`src/sv/lpd_pkg.sv`:
```
// Package for the lidar packet deframer: sizes, codes and the state type.
// No dependencies.
package lpd_pkg;
	localparam int PACKET_BYTES      = 108;
	localparam int REVOLUTION_POINTS = 1080;
	localparam int TURN_CENTIDEG     = 36000;
	localparam int TURN_FX           = 9216000;
	localparam int START_POS         = 5;
	localparam int STOP_POS          = PACKET_BYTES - 3;
	localparam int FIRST_POINT_POS   = 7;
	localparam int POINT_STRIDE      = 6;
	localparam int ADDR_W            = $clog2(PACKET_BYTES);
	localparam int ANG_W             = 25;
	localparam int DIV_W             = 24;

	localparam logic [1:0] KIND_POINT   = 2'd0;
	localparam logic [1:0] KIND_SUM_ERR = 2'd1;
	localparam logic [1:0] KIND_HDR_ERR = 2'd2;

	localparam logic [2:0] REG_HEADER_FIRST  = 3'd0;
	localparam logic [2:0] REG_HEADER_SECOND = 3'd1;
	localparam logic [2:0] REG_POINTS        = 3'd2;
	localparam logic [2:0] REG_MIN_RANGE     = 3'd3;
	localparam logic [2:0] REG_MAX_RANGE     = 3'd4;

	localparam logic [1:0] PH_HUNT   = 2'd0;
	localparam logic [1:0] PH_SECOND = 2'd1;
	localparam logic [1:0] PH_BODY   = 2'd2;

	typedef enum logic [5:0] {
		S_RX   = 6'b000001,
		S_HDR  = 6'b000010,
		S_CALC = 6'b000100,
		S_DIV  = 6'b001000,
		S_PT   = 6'b010000,
		S_EMIT = 6'b100000
	} state_t;
endpackage

```
`src/sv/lidar_packet_deframer.sv`:
```
// Lidar packet deframer top level: sync hunt, packet buffer, point decoder.
// Depends on lpd_pkg.
//
//  channel | signals                              | direction
//  in      | in_valid, in_ready, rx_byte          | byte in
//  out     | out_valid, out_ready, kind..last     | result word out
//  cfg     | cfg_valid, cfg_ready, cfg_index/data | register write in
//
// Bytes that do not end a packet are taken back to back. A header mismatch or
// checksum error is registered as pending, and its word is loaded once out is
// free (with the input blocked while out is full). A good packet blocks the
// input while it is decoded: header reads, a setup step, 24 divider steps, then
// for each point three reads of the packet RAM, the read latency and the load;
// the packet RAM's single read port and the bit-serial divider set the pace.
// Reset is asynchronous; no clearing pass (the buffer is always written before
// read). Out stalls hold the decoder in S_EMIT.
module lidar_packet_deframer import lpd_pkg::*; (
	input  logic        clk,
	input  logic        arst_n,
	input  logic        in_valid,
	output logic        in_ready,
	input  logic [7:0]  rx_byte,
	output logic        out_valid,
	input  logic        out_ready,
	output logic [1:0]  kind,
	output logic [23:0] angle_fx,
	output logic [15:0] range_mm,
	output logic [7:0]  intensity,
	output logic [10:0] point_index,
	output logic        revolution_start,
	output logic [10:0] previous_count,
	output logic        last,
	input  logic        cfg_valid,
	output logic        cfg_ready,
	input  logic [2:0]  cfg_index,
	input  logic [15:0] cfg_data
);
	// config registers
	logic [7:0]  hdr1_q, hdr2_q;
	logic [4:0]  npp_q;
	logic [15:0] min_q, max_q;

	assign cfg_ready = 1'b1;

	always_ff @(posedge clk or negedge arst_n) begin
		if (!arst_n) begin
			hdr1_q <= 8'd170;
			hdr2_q <= 8'd85;
			npp_q  <= 5'd16;
			min_q  <= 16'd200;
			max_q  <= 16'hFFFF;
		end else if (cfg_valid) begin
			unique case (cfg_index)
				REG_HEADER_FIRST:  hdr1_q <= cfg_data[7:0];
				REG_HEADER_SECOND: hdr2_q <= cfg_data[7:0];
				REG_POINTS:        npp_q  <= cfg_data[4:0];
				REG_MIN_RANGE:     min_q  <= cfg_data;
				REG_MAX_RANGE:     max_q  <= cfg_data;
				default: ;
			endcase
		end
	end

	// clamped point count and divisor
	logic [4:0] n_pts;
	logic [3:0] div_d;
	always_comb begin
		priority if (npp_q < 5'd2) n_pts = 5'd2;
		else if (npp_q > 5'd16)    n_pts = 5'd16;
		else                       n_pts = npp_q;
	end
	assign div_d = 4'(n_pts - 5'd1);

	// control state
	state_t              state_q;
	logic [1:0]          phase_q;
	logic [ADDR_W-1:0]   cnt_q;
	logic [7:0]          sum_q;
	logic [2:0]          sub_q;
	logic [4:0]          div_cnt_q;
	logic [3:0]          pt_i_q;
	logic [ADDR_W-1:0]   base_q;
	logic [ANG_W-1:0]    prev_ang_q;
	logic [10:0]         rev_q;
	logic                err_pend_q;
	logic [1:0]          err_kind_q;

	// datapath
	logic [31:0]         shr_q;
	logic [3:0]          rem_q;
	logic [DIV_W-1:0]    quo_q;
	logic [ANG_W-1:0]    acc_q;

	logic out_free;
	logic out_load;
	logic in_acc;
	assign out_free = !out_valid || out_ready;
	assign out_load = out_free && ((state_q == S_RX && err_pend_q) || state_q == S_EMIT);
	assign in_ready = (state_q == S_RX) && !err_pend_q;
	assign in_acc   = in_valid && in_ready;

	// packet RAM: one write port (byte intake), one registered read port
	// (decoder). Writes and reads never overlap: decode starts only after
	// the final byte is written.
	logic [7:0]        mem [PACKET_BYTES];
	logic [7:0]        rd_data_q;
	logic [ADDR_W-1:0] wr_addr, rd_addr;
	logic              wr_en;

	always_comb begin
		unique case (phase_q)
			PH_HUNT:   wr_addr = '0;
			PH_SECOND: wr_addr = ADDR_W'(1);
			default:   wr_addr = cnt_q;
		endcase
	end
	assign wr_en = in_acc && ((phase_q == PH_HUNT && rx_byte == hdr1_q) ||
		(phase_q == PH_SECOND && rx_byte == hdr2_q) ||
		(phase_q != PH_HUNT && phase_q != PH_SECOND));

	always_comb begin
		rd_addr = base_q + ADDR_W'(sub_q[1:0]);
		if (state_q == S_HDR) begin
			unique case (sub_q[1:0])
				2'd0:    rd_addr = ADDR_W'(START_POS);
				2'd1:    rd_addr = ADDR_W'(START_POS + 1);
				2'd2:    rd_addr = ADDR_W'(STOP_POS);
				default: rd_addr = ADDR_W'(STOP_POS + 1);
			endcase
		end
	end

	always_ff @(posedge clk) begin
		if (wr_en) mem[wr_addr] <= rx_byte;
		rd_data_q <= mem[rd_addr];
	end

	// angle setup: single wrap, interval
	logic [15:0] start_w, stop_w;
	logic [16:0] interval;
	always_comb begin
		start_w = (shr_q[31:16] > 16'(TURN_CENTIDEG)) ?
			16'(shr_q[31:16] - 16'(TURN_CENTIDEG)) : shr_q[31:16];
		stop_w  = (shr_q[15:0] > 16'(TURN_CENTIDEG)) ?
			16'(shr_q[15:0] - 16'(TURN_CENTIDEG)) : shr_q[15:0];
		if (start_w < stop_w) interval = {1'b0, stop_w} - {1'b0, start_w};
		else interval = 17'(TURN_CENTIDEG) + {1'b0, stop_w} - {1'b0, start_w};
	end

	// one restoring divider step
	logic [4:0] trial;
	logic       q_bit;
	assign trial = {rem_q, quo_q[DIV_W-1]};
	assign q_bit = (trial >= {1'b0, div_d});

	// point fields
	logic [ANG_W-1:0] ang;
	logic [15:0]      rng;
	logic             new_rev;
	logic [11:0]      rev_inc;
	assign ang = (acc_q > ANG_W'(TURN_FX)) ? ANG_W'(acc_q - ANG_W'(TURN_FX)) : acc_q;
	assign rng = (shr_q[23:8] < min_q || shr_q[23:8] > max_q) ? 16'd0 : shr_q[23:8];
	assign new_rev = (rev_q != 11'd0) && (ang < prev_ang_q);
	assign rev_inc = {1'b0, rev_q} + 12'd1;

	logic [7:0] sum_next;
	assign sum_next = 8'(sum_q + rx_byte);

	// out word valid: set on load, cleared once taken
	always_ff @(posedge clk or negedge arst_n) begin
		if (!arst_n) begin
			out_valid <= 1'b0;
		end else if (out_load) begin
			out_valid <= 1'b1;
		end else if (out_ready) begin
			out_valid <= 1'b0;
		end
	end

	always_ff @(posedge clk or negedge arst_n) begin
		if (!arst_n) begin
			state_q    <= S_RX;
			phase_q    <= PH_HUNT;
			cnt_q      <= '0;
			sum_q      <= '0;
			sub_q      <= '0;
			div_cnt_q  <= '0;
			pt_i_q     <= '0;
			base_q     <= '0;
			prev_ang_q <= '0;
			rev_q      <= '0;
			err_pend_q <= 1'b0;
			err_kind_q <= KIND_POINT;
			shr_q      <= '0;
			rem_q      <= '0;
			quo_q      <= '0;
			acc_q      <= '0;
		end else begin
			unique case (state_q)
				S_RX: begin
					if (err_pend_q && out_free) begin
						err_pend_q <= 1'b0;
					end else if (in_acc) begin
						unique case (phase_q)
							PH_HUNT: begin
								if (rx_byte == hdr1_q) begin
									sum_q   <= rx_byte;
									cnt_q   <= ADDR_W'(1);
									phase_q <= PH_SECOND;
								end
							end
							PH_SECOND: begin
								if (rx_byte == hdr2_q) begin
									sum_q   <= sum_next;
									cnt_q   <= ADDR_W'(2);
									phase_q <= PH_BODY;
								end else begin
									phase_q    <= PH_HUNT;
									cnt_q      <= '0;
									err_pend_q <= 1'b1;
									err_kind_q <= KIND_HDR_ERR;
								end
							end
							default: begin
								if (cnt_q == ADDR_W'(PACKET_BYTES - 1)) begin
									phase_q <= PH_HUNT;
									cnt_q   <= '0;
									if (rx_byte != sum_q) begin
										err_pend_q <= 1'b1;
										err_kind_q <= KIND_SUM_ERR;
									end else begin
										state_q <= S_HDR;
										sub_q   <= '0;
									end
								end else begin
									sum_q <= sum_next;
									cnt_q <= ADDR_W'(cnt_q + 1'b1);
								end
							end
						endcase
					end
				end
				S_HDR: begin
					sub_q <= 3'(sub_q + 1'b1);
					if (sub_q != 3'd0) shr_q <= {shr_q[23:0], rd_data_q};
					if (sub_q == 3'd4) state_q <= S_CALC;
				end
				S_CALC: begin
					quo_q     <= {interval[15:0], 8'd0};
					rem_q     <= '0;
					div_cnt_q <= '0;
					acc_q     <= ANG_W'({start_w, 8'd0});
					state_q   <= S_DIV;
				end
				S_DIV: begin
					rem_q     <= 4'(q_bit ? trial - {1'b0, div_d} : trial);
					quo_q     <= {quo_q[DIV_W-2:0], q_bit};
					div_cnt_q <= 5'(div_cnt_q + 1'b1);
					if (div_cnt_q == 5'(DIV_W - 1)) begin
						state_q <= S_PT;
						sub_q   <= '0;
						pt_i_q  <= '0;
						base_q  <= ADDR_W'(FIRST_POINT_POS);
					end
				end
				S_PT: begin
					sub_q <= 3'(sub_q + 1'b1);
					if (sub_q != 3'd0) shr_q <= {shr_q[23:0], rd_data_q};
					if (sub_q == 3'd3) state_q <= S_EMIT;
				end
				S_EMIT: begin
					if (out_free) begin
						prev_ang_q <= ang;
						if (new_rev) rev_q <= 11'd1;
						else if (rev_inc >= 12'(REVOLUTION_POINTS)) rev_q <= '0;
						else rev_q <= rev_inc[10:0];
						acc_q  <= ANG_W'(acc_q + ANG_W'(quo_q));
						base_q <= ADDR_W'(base_q + ADDR_W'(POINT_STRIDE));
						pt_i_q <= 4'(pt_i_q + 1'b1);
						sub_q  <= '0;
						if (pt_i_q == div_d) state_q <= S_RX;
						else state_q <= S_PT;
					end
				end
				default: state_q <= S_RX;
			endcase
		end
	end

	// output word register (payload, no reset)
	always_ff @(posedge clk) begin
		if (state_q == S_RX && err_pend_q && out_free) begin
			kind             <= err_kind_q;
			angle_fx         <= '0;
			range_mm         <= '0;
			intensity        <= '0;
			point_index      <= '0;
			revolution_start <= 1'b0;
			previous_count   <= '0;
			last             <= 1'b1;
		end else if (state_q == S_EMIT && out_free) begin
			kind             <= KIND_POINT;
			angle_fx         <= ang[23:0];
			range_mm         <= rng;
			intensity        <= shr_q[7:0];
			point_index      <= new_rev ? 11'd0 : rev_q;
			revolution_start <= new_rev;
			previous_count   <= new_rev ? rev_q : 11'd0;
			last             <= (pt_i_q == div_d);
		end
	end
endmodule

```
`config.mk`:
```
export PLATFORM = sky130hd
export DESIGN_NAME = lidar_packet_deframer
export DESIGN_NICKNAME = d
export VERILOG_FILES = /design/src/sv/lpd_pkg.sv /design/src/sv/lidar_packet_deframer.sv
export SDC_FILE = /design/constraint.sdc
export NUM_CORES = 2
export LEC_CHECK = 0
export BUFFER_PORTS_ARGS = -buffer_cell sky130_fd_sc_hd__buf_2
export CAP_MARGIN = 20
export CORE_MARGIN = 8
export CORE_UTILIZATION = 45
export DETAILED_ROUTE_END_ITERATION = 10
export SLEW_MARGIN = 30
export SYNTH_ARGS = -nofsm -noshare
export SYNTH_HDL_FRONTEND = slang
export SYNTH_SLANG_ARGS = --single-unit
```
`constraint.sdc`:
```
create_clock -name clk -period 4.8 [get_ports clk]
set_input_delay 0.96 -clock clk [delete_from_list [all_inputs] [get_ports clk]]
set_output_delay 0.96 -clock clk [all_outputs]
set_load 0.02 [all_outputs]
```
Yosys cells after proc, flatten, opt, wreduce, memory -nomap -nowiden
Memory sizes are Yosys's and may differ from the RTL's. A register that Yosys moved wholly into a read port is not among the register bits.
Index checks and enable logic that the tools add are counted.
Storage, ports and cells
  flip-flop bits (word level): 294
  bits in writable memories: 864
  word-level logic and storage cells: 226
  memories kept: 1
Memories
  mem: words 108, width 8, rd ports 1, clocked after Yosys merged registers in 1, write ports 1, line lidar_packet_deframer.sv:105  | logic [7:0] mem [PACKET_BYTES];
Cells by class
  add/subtract/negate cells: 17
  $lt $le $gt $ge: 11
  equality and inequality tests: 37
  mux-type cells: 73
  bitwise logic cells: 2
  reduce and logical (&&, ||, !) cells: 55
Operators by type and width (number)
  $mux 16: 4
  $mux 6: 9
  $mux 25: 2
  $pmux 25 s2: 1
  $pmux 24 s2: 1
  $mux 11: 4
  $pmux 7 s2: 3
  $pmux 6 s6: 1
  $mux 7: 5
  $gt 16x16->1 const B: 2
  $lt 16x16->1: 2
  $sub 16x16->16: 2
  $sub 16x16->16 const B: 2
  $add 25x24->25: 1
  $gt 25x24->1 const B: 1
  $lt 25x25->1: 1
  $sub 25x24->25 const B: 1
  $mux 8: 3
  $mux 3: 7
  $pmux 7 s3: 1
  $mux 4: 5
  $mux 2: 9
  $ne 2x2->1 const B: 9
  $reduce_bool 2->1: 9
  other kinds (61): 110

Logic depth before layout (Yosys ltp)
  depth in word-level cells: 8
  gate-level depth with buffers: 22

Least setup slack after synthesis
No wires, ideal clock.
  kind: flip-flop to flip-flop
  from: register shr_q[8]
  to: register quo_q[23]
  arrival: 3769 ps
  slack: 944 ps
  stages on the path, launching flop included: 19
  path buffers: 1
  clock period less this slack: 3856 ps
  path through: dfrtp_1 > clkbuf_1 > nor2_1 > nand2_1 > and3_1 > and2_1 > o21ai_0 > nand2b_1 > xnor2_1 > inv_1 > ha_1 > inv_1 > ha_1 > or3_1 > o21ai_0 > a21oi_1 > nor4bb_1 > or4_1 > o211ai_1
On the way
  word-level cells in the longest chain between the ends: 6
  elaborated cells on any way between the ends: 9
  classes of those cells: 4 x add/sub; 2 x order compare; 3 x mux
Ends and longest elaborated chain
  start: declaration: line lidar_packet_deframer.sv:89  | logic [31:0] shr_q;
  start signal: assignment: line lidar_packet_deframer.sv:245  | if (sub_q != 3'd0) shr_q <= {shr_q[23:0], rd_data_q};
  start signal: assignment: line lidar_packet_deframer.sv:268  | if (sub_q != 3'd0) shr_q <= {shr_q[23:0], rd_data_q};
  $sub 16x16->16 / $gt 16x16->1 (equally long branches): line lidar_packet_deframer.sv:145, lidar_packet_deframer.sv:144
  $mux 16 *: line lidar_packet_deframer.sv:144  | stop_w = (shr_q[15:0] > 16'(TURN_CENTIDEG)) ?
  $add 16x16->16: line lidar_packet_deframer.sv:147  | else interval = 17'(TURN_CENTIDEG) + {1'b0, stop_w} - {1'b0, start_w};
  $sub 16x16->16: line lidar_packet_deframer.sv:147
  $mux 16 *: line lidar_packet_deframer.sv:146  | if (start_w < stop_w) interval = {1'b0, stop_w} - {1'b0, start_w};
  $pmux 24 s2 *: line lidar_packet_deframer.sv:199  | unique case (state_q)
  end signal: assignment: line lidar_packet_deframer.sv:249  | quo_q <= {interval[15:0], 8'd0};
  end signal: assignment: line lidar_packet_deframer.sv:257  | quo_q <= {quo_q[DIV_W-2:0], q_bit};
  end: declaration: line lidar_packet_deframer.sv:91  | logic [DIV_W-1:0] quo_q;
Every way passes the cells marked *; elsewhere a longest branch is shown, timed or not.
A chain may end at the register's enable or synchronous reset.

Worst setup path in the final report
  from: register shr_q[5]
  to: register quo_q[23]
The elaborated chain is that of the path after synthesis.

==> flow_metrics.env <==
export IMPL_async_flop_share_pct=18.9
export IMPL_worst_setup_path_start_kind="flip-flop"
export IMPL_postCtsSetupBuffers=0
export IMPL_grt_pass1_wl_mm=218
export IMPL_root_buffer="clkbuf_16"
export IMPL_p_leak_nw=23.1
export IMPL_worstPathMaxFanout=7
export IMPL_nNetsFinal=4937
export IMPL_viasPerCell=5.65
export IMPL_grt_ovfl_total=0
export IMPL_worst_r2r_setup_slack_ps=390
export IMPL_io_buffers=107
export IMPL_wl_per_cell_um=22.5
export IMPL_io_pin_count=109
export IMPL_clock_sinks=1166
export IMPL_synthCells=4593
export IMPL_fmax_mhz=227
export IMPL_place_hpwl_mm=92.9
export IMPL_n_antenna_cell=0
export IMPL_synth_simple_gate_area_share_pct=16.8
export IMPL_area_growth_pct=14.1
export IMPL_synthAdderAreaFrac_pct=3.84
export IMPL_grt_pass1_vias=35200
export IMPL_final_antenna_net_count=0
export IMPL_antenna_found_initial=5
export IMPL_yosys_area_top_type_share_pct=49.7
export IMPL_synth_area_leaders="edfxtp_1 50%, dfrtp_1 9.1%, nand2_1 7.4%, nand3_1 3.6%, ha_1 3.3%"
export IMPL_syn_nets=4777
export IMPL_cp_num_cells=18
export IMPL_utilization_pct=51.6
export IMPL_synth_top_family_by_area="simple AND/OR/NAND/NOR gates"
export IMPL_min_path_type="in -> async"
export IMPL_hold_viol=0
export IMPL_yosysWarnings=0
export IMPL_ys_types=92
export IMPL_synth_edf_count=866
export IMPL_cp_top_family="simple AND/OR/NAND/NOR gates"
export IMPL_routabilityCongestion=0.869
export IMPL_synth_seq_area_share_pct=63.3
export IMPL_r2r_start="shr_q[5]"
export IMPL_postSynthAreaPerCell_sq_um=11.4
export IMPL_worstRegToRegCells=18
export IMPL_synth_seq_cells=1166
export IMPL_clock_skew_ps=24.1
export IMPL_r2r_end="quo_q[23]"
export IMPL_cpMaxStageDelayCell="o21ai_0"
export IMPL_final_cell_mix="1035 x nand2_1, 866 x edfxtp_1, 377 x nand3_1"
export IMPL_clkLatencyLatePin_ps=760
export IMPL_finalCritPeriodShare_pct=91.8
export IMPL_min_period_ps=4410
export IMPL_setup_viol=0
export IMPL_layout_commonest_cell="nand2_1"
export IMPL_holdWs_ps=111
export IMPL_status="complete, no violations"
export IMPL_tightest_slew_ps=1030
export IMPL_std_cell_rows=125
export IMPL_cts_resized=0
export IMPL_power_density_nw_per_um2=366
export IMPL_rsz0062_at_grt="false"
export IMPL_synth_mux_area_fraction_pct=1.40
export IMPL_tns_ps=0
export IMPL_grt_max_degree=112
export IMPL_via_count=36000
export IMPL_track_usage_pct=22.2
export IMPL_worst_slack_ps=393
export IMPL_cp_cell_sequence="o21ai_1 -> nand2_1 -> and3_1 -> and2_1 -> o21ai_0 -> nand2b_1 -> xor2_1 -> inv_1 -> ha_1 -> inv_1 -> ha_1 -> nand3_1 -> a211oi_1 -> nor2_1 -> a21oi_1 -> nor4b_1 -> or4_1 -> o211ai_1"
export IMPL_synth_flop_cell="edfxtp_1"
export IMPL_fp_dieH_um=357
export IMPL_end_kind="flip-flop"
export IMPL_path_clk_slew_ps=60
export IMPL_maxCapViolCount=0
export IMPL_path_class="reg -> reg"
export IMPL_ir_drop_mv=0.340
export IMPL_drt_iter0_markers=2826
export IMPL_cts_tree="done"
export IMPL_final_layout_size_suffix_gt1_share_pct=12.6
export IMPL_dp_cells=6143
export IMPL_crit_buf_inv=2
export IMPL_cts_buffers=130
export IMPL_drt_pass1_iter_count=5
export IMPL_slew_violations=0
export IMPL_core_area_sq_um=116000
export IMPL_synth_compound_area_share_pct=9.79
export IMPL_htreeDepth=4
export IMPL_dieWidth_um=357
export IMPL_ctsHoldBuffers=0
export IMPL_clockBufferDepth=3
export IMPL_wl_mm=143
export IMPL_final_instance_count_excl_fill=6378
export IMPL_die_area_sq_um=128000
export IMPL_critPathArrivalTime_ps=5060
export IMPL_slew_headroom_pct=31.4
export IMPL_worstSetupStartpoint="shr_q[5]"
export IMPL_cpPeakStageDelay_ps=500
export IMPL_route_detailed_drc=0
export IMPL_critPathRequiredTime_ps=5460
export IMPL_crit_path_end="quo_q[23]"
export IMPL_synth_top_area_cell="edfxtp_1"
export IMPL_synth_xor_area_share_pct=1.84
export IMPL_pre_cts_slack_ps=455
export IMPL_syn_cell_area_sq_um=52400
export IMPL_start_util_pct=45.2
## metrics by stage
step | instance area, sq um | power, mW
after floorplan | 52400 | 11.9
after global placement | 55500 | 12.3
after detailed placement | 55500 | 12.3
after CTS | 59700 | 22.1
after global routing | 59800 | 22.6
final | 59800 | 21.9
## registers in the layout, indices dropped and copies added, names as in the netlist, 5 cells and up
name / count
acc_q: 25
angle_fx: 24
base_q: 7
cnt_q: 7
div_cnt_q: 5
hdr1_q: 8
hdr2_q: 8
intensity: 8
max_q: 16
mem: 864
min_q: 16
npp_q: 5
point_index: 11
prev_ang_q: 25
previous_count: 11
quo_q: 24
range_mm: 16
rd_data_q: 8
rev_q: 11
shr_q: 32
state_q: 6
sum_q: 8
## logic make-up after synthesis
kind of cell / after synthesis
buffers and inverters: 394
adder cells (fa/ha/maj): 153
flip-flops: 1166
other: 1
AND/OR/NAND/NOR: 1980
AO/OA/AOI/OAI: 726
multiplexers: 66
XOR/XNOR: 107
## routing by layer
| layer | global-route usage, % | up-vias | part of all wire, % |
|---|---|---|---|
| met1 | 29.3 | 17800 | 42 |
| li1 | - | 17000 | - |
| met4 | 7.29 | 4 | 3.0 |
| met2 | 37.5 | 1066 | 49 |
| met3 | 3.56 | 231 | 5.9 |
| met5 | 0 | - | 0.022 |
## worst min path at each step
stage / from / endpoint
after floorplan: rd_data_q[0] / shr_q[0]
after global placement: intensity[3] / intensity[3]
after detailed placement: angle_fx[23] / angle_fx[23]
after CTS: arst_n / min_q[11]
after global routing: arst_n / min_q[11]
final: arst_n / min_q[11]
## report_power, final
| group | internal [mW] | switching, mW | total [mW] |
|---|---|---|---|
| clock | 5.65 | 4.14 | 9.79 |
| sequential | 11.0 | 0.103 | 11.1 |
| combinational | 0.351 | 0.625 | 0.976 |
## cell usage after synthesis (15+ instances only)
cell / count
nand2_1: 1038
edfxtp_1: 866
nand3_1: 377
nor2_1: 233
dfrtp_1: 191
clkbuf_1: 177
o21ai_0: 159
ha_1: 139
a311oi_1: 123
inv_1: 123
and3_1: 114
a21oi_1: 84
dfxtp_1: 80
a22o_1: 64
a21o_1: 61
buf_2: 60
a31oi_1: 59
mux2_2: 59
xnor2_1: 54
xor2_1: 51
nor3_1: 43
a211oi_1: 37
buf_1: 31
dfstp_2: 29
nor2b_1: 29
nand2b_1: 24
a22oi_1: 21
and2_1: 21
nand4_1: 20
nor4_1: 15
## area by class of cell
class	instances	area (sq um)
sequential	1166	33100
tap	1524	1910
clock inverter	58	613
fill	10100	56100
multi-input combinational	3033	17800
inverter	123	462
clock buffer	175	3570
timing repair buffer	299	2310
Power figures use the tool's default switching activity.
